<file path="src/rtl/ypcb_pkg.sv">
// shared constants for the yaw pitch camera basis block
package ypcb_pkg;

    localparam int CUR_W  = 16;
    localparam int POS_W  = 32;
    localparam int BAS_W  = 16;
    localparam int SENS_W = 16;

    localparam logic [SENS_W-1:0] SENS_RESET = 16'd1049;

    localparam logic [63:0] PI_Q60  = 64'h3243F6A8885A308D;
    localparam logic [63:0] TOL_Q60 = 64'h0028F5C28F5C28F6;

    localparam logic [31:0] ONE30     = 32'h4000_0000;
    localparam logic [31:0] PI30      = 32'((PI_Q60 + (64'd1 << 29)) >> 30);
    localparam logic [31:0] HALF_PI30 = 32'((PI_Q60 + (64'd1 << 30)) >> 31);

    // series terms, reciprocal of n(n-1) scaled by 2^41, rounded up
    localparam int TERMS = 8;
    localparam int REC_S = 41;
    localparam logic [63:0] REC_ONE = 64'd1 << REC_S;

    localparam logic [38:0] REC_SIN [TERMS] = '{
        39'((REC_ONE + 64'd271) / 64'd272),
        39'((REC_ONE + 64'd209) / 64'd210),
        39'((REC_ONE + 64'd155) / 64'd156),
        39'((REC_ONE + 64'd109) / 64'd110),
        39'((REC_ONE + 64'd71) / 64'd72),
        39'((REC_ONE + 64'd41) / 64'd42),
        39'((REC_ONE + 64'd19) / 64'd20),
        39'((REC_ONE + 64'd5) / 64'd6)
    };

    localparam logic [38:0] REC_COS [TERMS] = '{
        39'((REC_ONE + 64'd305) / 64'd306),
        39'((REC_ONE + 64'd239) / 64'd240),
        39'((REC_ONE + 64'd181) / 64'd182),
        39'((REC_ONE + 64'd131) / 64'd132),
        39'((REC_ONE + 64'd89) / 64'd90),
        39'((REC_ONE + 64'd55) / 64'd56),
        39'((REC_ONE + 64'd29) / 64'd30),
        39'((REC_ONE + 64'd11) / 64'd12)
    };

endpackage

</file>
<file path="src/rtl/ypcb_fifo.sv">
// two-word queue between front and back end
module ypcb_fifo #(
    parameter int W = 164
) (
    input  logic         i_clk,
    input  logic         i_rst_n,
    input  logic         i_wr,
    input  logic [W-1:0] i_data,
    input  logic         i_rd,
    output logic         o_full,
    output logic         o_valid,
    output logic [W-1:0] o_data
);
    import ypcb_pkg::*;

    logic [W-1:0] r_mem [2];
    logic         r_wp;
    logic         r_rp;
    logic [1:0]   r_cnt;

    assign o_full  = r_cnt == 2'd2;
    assign o_valid = r_cnt != 2'd0;
    assign o_data  = r_mem[r_rp];

    always_ff @(posedge i_clk) begin
        if (i_wr) begin
            r_mem[r_wp] <= i_data;
        end
    end

    always_ff @(posedge i_clk) begin
        if (!i_rst_n) begin
            r_wp  <= 1'b0;
            r_rp  <= 1'b0;
            r_cnt <= 2'd0;
        end else begin
            if (i_wr) begin
                r_wp <= ~r_wp;
            end
            if (i_rd) begin
                r_rp <= ~r_rp;
            end
            r_cnt <= r_cnt + 2'(i_wr) - 2'(i_rd);
        end
    end

endmodule

</file>
<file path="config.mk">
export PLATFORM = sky130hd
export DESIGN_NAME = ypcb_fifo
export DESIGN_NICKNAME = d
export VERILOG_FILES = /design/src/rtl/ypcb_pkg.sv /design/src/rtl/ypcb_fifo.sv
export SDC_FILE = /design/constraint.sdc
export NUM_CORES = 1
export LEC_CHECK = 0
export BUFFER_PORTS_ARGS = -buffer_cell sky130_fd_sc_hd__buf_2
export CORE_UTILIZATION = 40
export CTS_CLUSTER_DIAMETER = 40
export DETAILED_ROUTE_END_ITERATION = 16
export PLACE_DENSITY = 0.71
export SLEW_MARGIN = 20
export SYNTH_ARGS = -nofsm -noshare
export SYNTH_HDL_FRONTEND = slang
export SYNTH_SLANG_ARGS = --single-unit
</file>
<file path="constraint.sdc">
create_clock -name i_clk -period 21.4 [get_ports i_clk]
set_input_delay 3.21 -clock i_clk [delete_from_list [all_inputs] [get_ports i_clk]]
set_output_delay 3.21 -clock i_clk [all_outputs]
set_load 0.02 [all_outputs]
</file>
# Yosys cells after proc, flatten, opt, wreduce, memory -nomap -nowiden

Memories as Yosys holds them, arrays and structs flattened. A register that Yosys moved wholly into a read port is not among the register bits.
Index checks and enable logic that the tools add are counted.
W data, S select, Z words.

Multipliers: 0
$lt $le $gt $ge: 0
Eq/ne operators: 1
Bitwise operators: 2
Reduce and logical (&&, ||, !) cells: 1
Divide/modulo/power cells: 0
Mux-type cells: 4
Add/subtract/negate cells: 2
Shift operators: 0

Operator list:

| operator             | number |
|---|---|
| $mux W1              | 4 |
| $add A2 B1 Y2        | 1 |
| $eq A2 B2 Y1 const B | 1 |
| $not A1 Y1           | 2 |
| $reduce_bool A2 Y1   | 1 |
| $sub A2 B1 Y2        | 1 |

Memories: 1
Output and inout port bits: 166
Bits of input ports: 168
Word-level logic and storage cells: 14
Bits in writable memories: 328
ROM bits: 0
Bits in registers: 4
Bits in latches: 0

Memories:

| memory | depth | bits a word | rd ports | clocked after Yosys merged registers in | wr ports | line            | RTL |
|---|---|---|---|---|---|---|---|
| r_mem  | 2     | 164         | 1        | 1                                       | 1        | ypcb_fifo.sv:16 | `logic [W-1:0] r_mem [2];` |

# Logic depth before layout (Yosys ltp)

Depth after elaboration: 3
Gate-level depth with buffers: 6
Depth with buffers taken out: 6

# Worst setup path before layout

OpenSTA, ideal clock, no wires.

Kind: input -> register
Start: input port i_wr
End: memory r_mem[0][0], enable pin
Required time: 20.691 ns
Buffers on the path: 0
Library setup time: 0.709 ns
Stages on the path: 1
Arrival: 10.327 ns
Setup slack: 10.364 ns
Path through: nor2b_1

Word-level cells in the longest chain between the ends: 2

Ends and longest elaborated chain:

| what                          | line            | RTL |
|---|---|---|
| start: declaration            | ypcb_fifo.sv:7  | `input logic i_wr,` |
| $mux W1                       | ypcb_fifo.sv:26 | `if (i_wr) begin` |
| $mux W1 (implied by the code) | ypcb_fifo.sv:27 | `r_mem[r_wp] <= i_data;` |
| end: declaration              | ypcb_fifo.sv:16 |  |

No other way between the ends.

==> results.json <==
{
  "synth-main-ff-cell": "edfxtp_1",
  "setup_viol": 0,
  "die_x_um": 176,
  "whs_path_depth": 2,
  "worst-path-max-fanout": 62,
  "core_area_um2": 29800,
  "track_usage_pct": 14.7,
  "ys_ff_latch": 333,
  "hp-start": "r_rp",
  "n_antenna_cell": 0,
  "post_cts_buffers": 0,
  "yosys_warnings": 0,
  "nNetsFinal": 1066,
  "grt_pass1_wl_mm": 35.1,
  "critPathCaptureType": "output pin",
  "setup_ws_ns": 14.73,
  "portBuffers": 333,
  "finalSetupTns_ns": 0,
  "start_kind": "flop",
  "avgSynthCellArea_um2": 22.9,
  "synth_top_cell_by_area": "edfxtp_1",
  "critical_path.most_common_cell": "buf_4",
  "synthCells": 531,
  "final_max_slew_viol_count": 0,
  "firstDrtPassIters": 4,
  "final_area_um2": 15600,
  "dr.first_iter.drc_count": 332,
  "synth_top_area_share_pct": 81.0,
  "cts_buffers": 42,
  "reg2reg_from": "r_wp",
  "via_count": 6231,
  "netlist_area_um2": 12200,
  "power.leakage_nw": 5.84,
  "rrSetupSlack_ns": 18.94,
  "grt-ovfl-total": 0,
  "die_h_um": 176,
  "place_congestion": 0.745,
  "synth_nets": 701,
  "grt_pass1_vias": 6549,
  "synth.area.top_cells": "edfxtp_1 (81%), mux2_2 (15%), clkbuf_8 (1.5%)",
  "utilization_pct": 52.2,
  "cts_hold_buf": 0,
  "clk-insertion-delay-late_ns": 0.51,
  "htreeDepth": 2,
  "seq_area_frac_synth_pct": 81.8,
  "drc": 0,
  "cp_data_required_time_ns": 18.19,
  "cts_tree": "yes",
  "synthArstFlopShare_pct": 0,
  "r2r_cells": 2,
  "fin_worst_skew_ns": 0.0129,
  "status": "finished, final reports clean",
  "clock-sinks": 333,
  "place_ws_ns": 15.17,
  "cts_resized": 0,
  "clkTransAtPathRegs_ns": 0.05,
  "grt_max_degree": 67,
  "start_util_pct": 40.8,
  "clockBufferDepth": 3,
  "avgViaCountPerCell": 4.73,
  "hp-class": "flop to flop",
  "critical-path-max-stage-delay_ns": 0.82,
  "finalWirelength_mm": 23.7,
  "cp_cell_sequence": "buf_4 -> buf_4 -> mux2_2 -> buf_2",
  "cp_data_arrival_time_ns": 3.46,
  "max_freq_mhz": 150,
  "area_delta_synth_final_pct": 27.9,
  "num_rows": 63,
  "rr_endpoint": "r_mem[0][41]",
  "cts-root-buf": "clkbuf_16",
  "pwr_density_cell_nw_per_um2": 105,
  "post_drt_wl_per_cell_um": 18.0,
  "ys_top_cells_by_count": "edfxtp_1 (328), mux2_2 (164), clkbuf_8 (13), buf_6 (5), dfxtp_1 (5)",
  "relSlewSlack_pct": 30.7,
  "worst_pin_slew_ns": 1.04,
  "dieArea_um2": 31100,
  "critical_path_class": "flop to output pin",
  "ant_nets": 0,
  "drive_above_1_share_pct": 61.9,
  "hpwl_mm": 15.3,
  "ir_drop_mv": 0.0711,
  "synth_cell_types": 13,
  "final_hold_viol_count": 0,
  "period_share_pct": 31.2,
  "cp_slowest_cell": "buf_4",
  "dpl_cell_area_um2": 14100,
  "finalCriticalPeriod_ns": 6.67,
  "antenna_found_initial": 3,
  "n_fill_cell": 2427,
  "synth_most_common_cell": "edfxtp_1",
  "rsz0062_at_grt": "false",
  "io_pins": 334,
  "synth_edf_count": 328,
  "cap_violations": 0
}
[cell families after synthesis]
kind of cell    Yosys count  synth area share [%]
fa+ha+maj                 2                 0.206
buf+inv                  20                  2.00
mux                     164                  15.2
compound gates            1                0.0618
xor+xnor                  2                 0.257
simple gates              9                 0.463
flops                   333                  81.8
[worst max-delay path, delay by kind of cell (launching register included)]
kind	cells	cell delay, ns
multiplexers	1	0.43
flip-flops	1	0.80
buffers and inverters	3	1.66
[flip-flops by register name, summed over array words and instances (netlist names), named ones only]
signal and count:
r_mem 328, r_cnt 2, r_rp 1, r_wp 1
[power breakdown]
group | total (mW) | internal [mW] | switching, mW
Sequential | 0.767 | 0.755 | 0.0112
Clock | 0.696 | 0.433 | 0.263
Combinational | 0.167 | 0.0685 | 0.0989
Total | 1.63 | 1.26 | 0.373
[cell type report]
type                    instances  area [µm²]  share of cell area [%]
clock buffers                  48        1140                    7.31
clock inverters                28         283                    1.82
inverters                       2        7.51                  0.0483
multi-input cells             178        1980                    12.7
flip-flops and latches        333        9950                    64.0
well taps                     390         488                    3.14
repair buffers                339        1710                    11.0
[through the flow]
| step | hold WS [ns] | instances | power [mW] |
|---|---|---|---|
| after detailed placement | 0.561 | 1242 | 0.949 |
| after global placement | 0.558 | 1242 | 0.945 |
| after global routing | 0.608 | 1318 | 1.69 |
| final | 0.571 | 1318 | 1.63 |
| after CTS | 0.575 | 1318 | 1.65 |
| after floorplan | 0.555 | 531 | 0.895 |
[per-layer routing]
layer	routed length (µm)	global-route usage, %
met3	1980	4.91
met5	39	0
met4	435	3.92
met2	11800	25.5
met1	9460	17.5
[cells in the final DEF, fill, tap and decap left out]
| master | n |
|---|---|
| and2_1 | 3 |
| and2_4 | 1 |
| buf_2 | 333 |
| buf_4 | 6 |
| bufinv_16 | 4 |
| clkbuf_1 | 3 |
| clkbuf_16 | 45 |
| clkinv_1 | 6 |
| clkinv_2 | 6 |
| clkinv_4 | 3 |
| clkinv_8 | 1 |
| clkinvlp_4 | 4 |
| dfxtp_1 | 4 |
| dfxtp_4 | 1 |
| edfxtp_1 | 328 |
| ha_1 | 2 |
| inv_1 | 2 |
| inv_6 | 3 |
| inv_8 | 1 |
| mux2_2 | 164 |
| nor2b_1 | 3 |
| nor2b_4 | 1 |
| o21a_1 | 1 |
| or2_2 | 1 |
| xnor3_1 | 1 |
| xor2_1 | 1 |
[worst max-delay path by stage]
stage | end | slack, ns
after global placement | o_data[29] | 15.18
after CTS | o_data[29] | 14.61
after global routing | o_data[29] | 14.47
after detailed placement | o_data[29] | 15.17
after floorplan | r_mem[0][0] | 10.36
final | o_data[29] | 14.73
Power figures use the tool's default switching activity.
