===== src/rtl/ypcb_pkg.sv =====
// shared constants for the yaw pitch camera basis block
package ypcb_pkg;

    localparam int CUR_W  = 16;
    localparam int POS_W  = 32;
    localparam int BAS_W  = 16;
    localparam int SENS_W = 16;

    localparam logic [SENS_W-1:0] SENS_RESET = 16'd1049;

    localparam logic [63:0] PI_Q60  = 64'h3243F6A8885A308D;
    localparam logic [63:0] TOL_Q60 = 64'h0028F5C28F5C28F6;

    localparam logic [31:0] ONE30     = 32'h4000_0000;
    localparam logic [31:0] PI30      = 32'((PI_Q60 + (64'd1 << 29)) >> 30);
    localparam logic [31:0] HALF_PI30 = 32'((PI_Q60 + (64'd1 << 30)) >> 31);

    // series terms, reciprocal of n(n-1) scaled by 2^41, rounded up
    localparam int TERMS = 8;
    localparam int REC_S = 41;
    localparam logic [63:0] REC_ONE = 64'd1 << REC_S;

    localparam logic [38:0] REC_SIN [TERMS] = '{
        39'((REC_ONE + 64'd271) / 64'd272),
        39'((REC_ONE + 64'd209) / 64'd210),
        39'((REC_ONE + 64'd155) / 64'd156),
        39'((REC_ONE + 64'd109) / 64'd110),
        39'((REC_ONE + 64'd71) / 64'd72),
        39'((REC_ONE + 64'd41) / 64'd42),
        39'((REC_ONE + 64'd19) / 64'd20),
        39'((REC_ONE + 64'd5) / 64'd6)
    };

    localparam logic [38:0] REC_COS [TERMS] = '{
        39'((REC_ONE + 64'd305) / 64'd306),
        39'((REC_ONE + 64'd239) / 64'd240),
        39'((REC_ONE + 64'd181) / 64'd182),
        39'((REC_ONE + 64'd131) / 64'd132),
        39'((REC_ONE + 64'd89) / 64'd90),
        39'((REC_ONE + 64'd55) / 64'd56),
        39'((REC_ONE + 64'd29) / 64'd30),
        39'((REC_ONE + 64'd11) / 64'd12)
    };

endpackage


===== src/rtl/ypcb_front.sv =====
// front end: sensitivity register, cursor deltas, scaled deltas, negated position
module ypcb_front #(
    parameter int ANGLE_FRAC_BITS = 20,
    parameter int DW = 34
) (
    input  logic                           i_clk,
    input  logic                           i_rst_n,
    input  logic                           i_accept,
    input  logic                           i_sens_we,
    input  logic [ypcb_pkg::SENS_W-1:0]    i_sens_data,
    input  logic [ypcb_pkg::CUR_W-1:0]     i_cursor_x,
    input  logic [ypcb_pkg::CUR_W-1:0]     i_cursor_y,
    input  logic signed [ypcb_pkg::POS_W-1:0] i_pos_x,
    input  logic signed [ypcb_pkg::POS_W-1:0] i_pos_y,
    input  logic signed [ypcb_pkg::POS_W-1:0] i_pos_z,
    output logic signed [DW-1:0]           o_dyaw,
    output logic signed [DW-1:0]           o_dpitch,
    output logic signed [ypcb_pkg::POS_W-1:0] o_shift_x,
    output logic signed [ypcb_pkg::POS_W-1:0] o_shift_y,
    output logic signed [ypcb_pkg::POS_W-1:0] o_shift_z
);
    import ypcb_pkg::*;

    localparam int LSH = (ANGLE_FRAC_BITS >= 20) ? ANGLE_FRAC_BITS - 20 : 0;
    localparam int RSH = (ANGLE_FRAC_BITS < 20) ? 20 - ANGLE_FRAC_BITS : 1;
    localparam logic signed [63:0] RBIAS = 64'sd1 <<< (RSH - 1);

    logic [SENS_W-1:0] r_sens;
    logic [CUR_W-1:0]  r_prev_x;
    logic [CUR_W-1:0]  r_prev_y;

    function automatic logic signed [DW-1:0] scale(input logic [CUR_W-1:0] cur,
                                                   input logic [CUR_W-1:0] prev,
                                                   input logic [SENS_W-1:0] sens);
        logic signed [CUR_W:0]   d;
        logic signed [33:0]      v;
        logic signed [63:0]      w;
        d = $signed({1'b0, cur}) - $signed({1'b0, prev});
        v = 34'(d) * $signed(34'({1'b0, sens}));
        if (ANGLE_FRAC_BITS >= 20) begin
            w = 64'(v) <<< LSH;
        end else begin
            w = (64'(v) + RBIAS) >>> RSH;
        end
        return w[DW-1:0];
    endfunction

    function automatic logic signed [POS_W-1:0] neg_sat(input logic signed [POS_W-1:0] p);
        logic signed [POS_W-1:0] r;
        if (p == {1'b1, {(POS_W-1){1'b0}}}) begin
            r = {1'b0, {(POS_W-1){1'b1}}};
        end else begin
            r = -p;
        end
        return r;
    endfunction

    assign o_dyaw    = scale(i_cursor_x, r_prev_x, r_sens);
    assign o_dpitch  = scale(i_cursor_y, r_prev_y, r_sens);
    assign o_shift_x = neg_sat(i_pos_x);
    assign o_shift_y = neg_sat(i_pos_y);
    assign o_shift_z = neg_sat(i_pos_z);

    always_ff @(posedge i_clk) begin
        if (!i_rst_n) begin
            r_sens   <= SENS_RESET;
            r_prev_x <= '0;
            r_prev_y <= '0;
        end else begin
            if (i_sens_we) begin
                r_sens <= i_sens_data;
            end
            if (i_accept) begin
                r_prev_x <= i_cursor_x;
                r_prev_y <= i_cursor_y;
            end
        end
    end

endmodule


===== config.mk =====
export PLATFORM = sky130hd
export DESIGN_NAME = ypcb_front
export DESIGN_NICKNAME = d
export VERILOG_FILES = /design/src/rtl/ypcb_pkg.sv /design/src/rtl/ypcb_front.sv
export SDC_FILE = /design/constraint.sdc
export NUM_CORES = 2
export LEC_CHECK = 0
export ABC_CLOCK_PERIOD_IN_PS = 24200
export BUFFER_PORTS_ARGS = -buffer_cell sky130_fd_sc_hd__buf_2
export CELL_PAD_IN_SITES_DETAIL_PLACEMENT = 1
export CELL_PAD_IN_SITES_GLOBAL_PLACEMENT = 2
export CORE_UTILIZATION = 31
export CTS_BUF_LIST = sky130_fd_sc_hd__clkbuf_8
export DETAILED_ROUTE_END_ITERATION = 10
export PLACE_DENSITY_LB_ADDON = 0.12
export SYNTH_ARGS = -nofsm -noshare
export SYNTH_HDL_FRONTEND = slang
export SYNTH_SLANG_ARGS = --single-unit
export TNS_END_PERCENT = 1

===== constraint.sdc =====
create_clock -name i_clk -period 24.2 [get_ports i_clk]
set_input_delay 3.63 -clock i_clk [delete_from_list [all_inputs] [get_ports i_clk]]
set_output_delay 3.63 -clock i_clk [all_outputs]
set_load 0.02 [all_outputs]

* Yosys cells after proc, flatten, opt, wreduce, memory -nomap -nowiden
Cells that the tools add are included.
** Word-level totals
- Input bits :: 148
- Output and inout port bits :: 164
- Bits in writable memories :: 0
- Bits in latches :: 0
- Memories kept :: 0
- Register bits :: 48
- Memory bits (read-only) :: 0
** Cells by class
- Bitwise operators :: 0
- Divide/modulo/power cells :: 0
- Shift operators :: 0
- Reduce and logical (&&, ||, !) cells :: 0
- Mux-type cells :: 3
- Equal/unequal tests :: 3
- $add $sub $neg :: 5
- $mul :: 2
- Order comparisons :: 0
** Operators with widths (number)
- $eq 32x32->1 const B :: 3
- $mux 32 :: 3
- $neg 32->32 :: 3
- $mul 17x17->34 :: 2
- $sub 16x16->17 :: 2

* Depth between registers and ports, before layout
- Depth after elaboration :: 2
- Depth in mapped cells :: 32
- Gate-level depth less buffers :: 31

* Least setup slack after synthesis
No wires, ideal clock.
- Path kind :: input to output
- Start :: input i_cursor_x[0] in the netlist's numbering
- End :: output o_dyaw[32]
- Path slack :: 9120 ps
- Path buffers :: 2
- Data arrival time :: 11450 ps
- Cell stages on the path :: 31
- Data required time :: 20570 ps
- Path through :: inv_1 -> ha_1 -> fa_1 -> nand2b_1 -> a21boi_0 -> o21ai_0 -> a31oi_1 -> o211ai_1 -> a31oi_1 -> or3_1 -> clkbuf_1 -> clkbuf_1 -> nand3_1 -> fa_1 -> fa_1 -> fa_1 -> inv_1 -> fa_1 -> fa_1 -> inv_1 -> fa_1 -> inv_1 -> ha_1 -> a211oi_1 -> nor2_1 -> o41a_1 -> a221o_1 -> o41ai_1 -> o2111ai_1 -> a21oi_1 -> xnor2_1
** On the way
- Word-level cells in the longest chain between the ends :: 2
** RTL lines
- start: declaration :: line ypcb_front.sv:11 : input logic [ypcb_pkg::CUR_W-1:0] i_cursor_x,
- $sub 16x16->17 :: line ypcb_front.sv:38 : d = $signed({1'b0, cur}) - $signed({1'b0, prev});
- $mul 17x17->34 :: line ypcb_front.sv:39 : v = 34'(d) * $signed(34'({1'b0, sens}));
- end: declaration :: line ypcb_front.sv:16 : output logic signed [DW-1:0] o_dyaw,
No other way between the ends.

* Final worst setup path
Ends and elaborated chain as after synthesis.

==> summary.md <==
| Metric | Value |
|---|---|
| Largest net degree at the start of global routing | between 40 and 50 |
| WL final | just over 80000 um |
| Layout Nets | around 4300 |
| Synth Flop Type | dfxtp_1 |
| Clock root buffer | clkbuf_8 |
| Yosys cell types | slightly above 70 |
| GR Overflow Total | 0 |
| CP Max Fanout | 16 |
| Mapped Area | ~0.027 mm2 |
| Fillers | roughly 10000 |
| Total number of vias | approximately 21000 |
| Vias per cell | approximately 4.7 |
| Initial DRC Count | 630 |
| CP max-delay cell | o41ai_1 |
| Multi-input logic area | roughly 0.023 mm2 |
| Area growth, synth to finish | 11.4% |
| Maximum clock insertion buffer count | 2 |
| First-pass GRT wire length | approximately 130000 um |
| Status | finished, final reports clean |
| Largest stage delay, worst path | approximately 740 ps |
| Critical Path Start Type | input port |
| Synthesized area per cell | ~8.6 um2 |
| First-pass DRT Iterations | 4 |
| Reg area | 971 um2 |
| Max Fclk | just over 60 MHz |
| Area of the die | between 0.08 and 0.09 mm2 |
| Final hold vios | 0 |
| Setup bufs post-CTS | 0 |
| Layout cells sized above 1 | 0.124 |
| Num ports | roughly 310 |
| Critical path class | in -> out |
| CTS tree | yes |
| Core region area | approximately 0.086 mm2 |
| Setup TNS | 0 ps |
| Max-cap violations | 0 |
| Clock Sinks | 48 |
| Vias in the first global route | between 20000 and 25000 |
| IO buf count | 311 |
| CTS buffer count | 5 |
| Setup Skew | 0 ps |
| Initial antenna violation count | 0 |
| Slew headroom | 0.265 |
| RSZ-0062 raised after global routing | no |
| Row count | 107 |
| Worst path required time | between 20000 and 25000 ps |
| Gr usage total | 0.195 |
| Htree depth | 2 |
| Die width | between 200 and 300 um |
| Hold_buf cts | 0 |
| Drt drc | 0 |
| Setup violations, final | 0 |
| Gpl congestion | around 0.8 |
| Crit share post-route | 0.674 |
| Dpl hpwl | slightly below 70000 um |
| Sequential area share after synthesis | 0.0357 |
| Clock transition at path regs | approximately 100 ps |
| Initial Util | 0.314 |
| Crit path capture type | primary output |
| Arr. time, crit path | ~13000 ps |
| DIE HEIGHT | between 200 and 300 um |
| Crit path top cell by count | fa_1 |
| Final ANT Viol Nets | 0 |
| Pins Over Slew Limit | 0 |
| Number of flops mapped to enable cells by yosys | 0 |
| Min-Delay Path Class | reg -> reg |
| Yosys reg bits | 48 |
| Post-CTS Resized | 0 |
| Async set or reset register ratio after synthesis | 0 |
| Worst-Skew Late Latency | between 300 and 400 ps |
| Syn Inst Count | between 3000 and 4000 |
| WL per Instance | around 18 um |
| Yosys warning count | 0 |
| Mapped Nets | 4060 |
| Least-Margin Pin Slew | ~1100 ps |
| Crit path time final | 16320 ps |
[final cells by class]
| type | instances | share of cell area |
|---|---|---|
| inverter | 697 | 0.0874 |
| clock inverter | 3 | 0.00159 |
| antenna | 1 | 0.0000836 |
| timing repair buffer | 351 | 0.0620 |
| tap | 1144 | 0.0478 |
| sequential | 48 | 0.0324 |
| multi-input combinational | 2272 | 0.766 |
| clock buffer | 5 | 0.00230 |
[cells in the final DEF, fill, tap and decap left out, types with 9 or more instances in the layout]
cell	count
xor2_1	60
a21oi_1	65
xnor2_2	13
o21ai_0	44
fa_1	560
nand3_1	23
nor2b_1	110
a211oi_1	9
nor4_1	16
nand2_1	399
xnor2_1	78
o21a_1	19
inv_1	697
nor2_1	92
buf_4	40
mux2i_1	66
a21o_1	17
dfxtp_1	40
nand3b_1	19
and2_1	204
and3_1	15
nand2b_1	46
buf_2	311
ha_1	209
nor3_1	45
o21bai_1	10
mux2_2	9
nand4_1	12
or4_1	13
[cells in the mapped netlist, types with 5 or more instances]
master / n / share of area
nor2_1: 93 / 0.013
o21a_1: 19 / 0.0053
a31oi_1: 7 / 0.0016
or4_1: 13 / 0.0036
xnor2_1: 91 / 0.030
and3b_1: 7 / 0.0023
nor3_1: 45 / 0.0084
o211ai_1: 6 / 0.0017
o21ai_0: 44 / 0.0082
or2_2: 5 / 0.0012
dfxtp_1: 48 / 0.036
inv_1: 697 / 0.097
nand4_1: 12 / 0.0028
o31ai_1: 6 / 0.0017
a21o_1: 17 / 0.0047
o21bai_1: 10 / 0.0028
a22o_1: 6 / 0.0020
mux2_2: 9 / 0.0038
a21oi_1: 66 / 0.012
xor2_1: 62 / 0.020
a211o_1: 5 / 0.0016
or3_1: 8 / 0.0019
a21boi_0: 6 / 0.0017
fa_1: 560 / 0.42
and3_1: 15 / 0.0035
o31a_1: 5 / 0.0016
nand2_1: 399 / 0.056
a211oi_1: 9 / 0.0025
nand2b_1: 46 / 0.011
clkbuf_1: 119 / 0.017
nand3b_1: 19 / 0.0053
nand3_1: 23 / 0.0043
nor4_1: 16 / 0.0037
and2_1: 204 / 0.047
nor2b_1: 110 / 0.026
ha_1: 209 / 0.097
mux2i_1: 66 / 0.025
[flip-flops by register name, summed over array words and instances, names as in the netlist]
register and flops:
r_prev_x 16, r_prev_y 16, r_sens 16
[per-stage QoR]
step	setup slack (ps)	instance area [um2]	utilization	hold slack, ps	std cells
finish	7880	29900	0.350	531	4521
global route	7150	29900	0.350	551	4520
CTS	7750	29900	0.350	534	4520
detailed placement	7760	29800	0.349	506	4512
global placement	7800	29800	0.349	498	4512
floorplan	9120	26900	-	483	3143
[cells by family after synthesis]
logic type / count (synthesis) / share of synthesized area
muxes: 75 / 0.0283
and+or+nand+nor: 1038 / 0.198
AOI/OAI and AO/OA: 237 / 0.0587
DFF: 48 / 0.0357
xor gates and xnor gates: 153 / 0.0498
buffers and inverters: 823 / 0.115
adders and majority gates: 769 / 0.514
[routing by layer]
layer	track usage	share of wire
met1	0.251	0.44
met2	0.359	0.52
met3	0.0122	0.021
met4	0.0334	0.017
met5	0	0
[path summary, 6_finish.rpt]
| path | to | cells after the start | slack (ps) | startpoint |
|---|---|---|---|---|
| hold / removal | r_prev_x[2] | 2 | 530 | r_prev_x[2] |
| setup reg to reg | r_sens[13] | 2 | 22780 | r_sens[13] |
| hold reg to reg | r_prev_x[2] | 2 | 530 | r_prev_x[2] |
| setup / recovery | o_dyaw[32] | 31 | 7880 | i_cursor_x[0] |
[worst max-delay path, delay by kind of cell]
| kind | cells | cell delay (ps) |
|---|---|---|
| AND/OR/NAND/NOR | 4 | 950 |
| buffers and inverters | 6 | 460 |
| XOR/XNOR | 1 | 130 |
| AO/OA/AOI/OAI | 11 | 3470 |
| adder cells (fa/ha/maj) | 9 | 4010 |
Power is not shown: default switching activity piles up to over one toggle a cycle in this logic, so the estimate is an artifact.
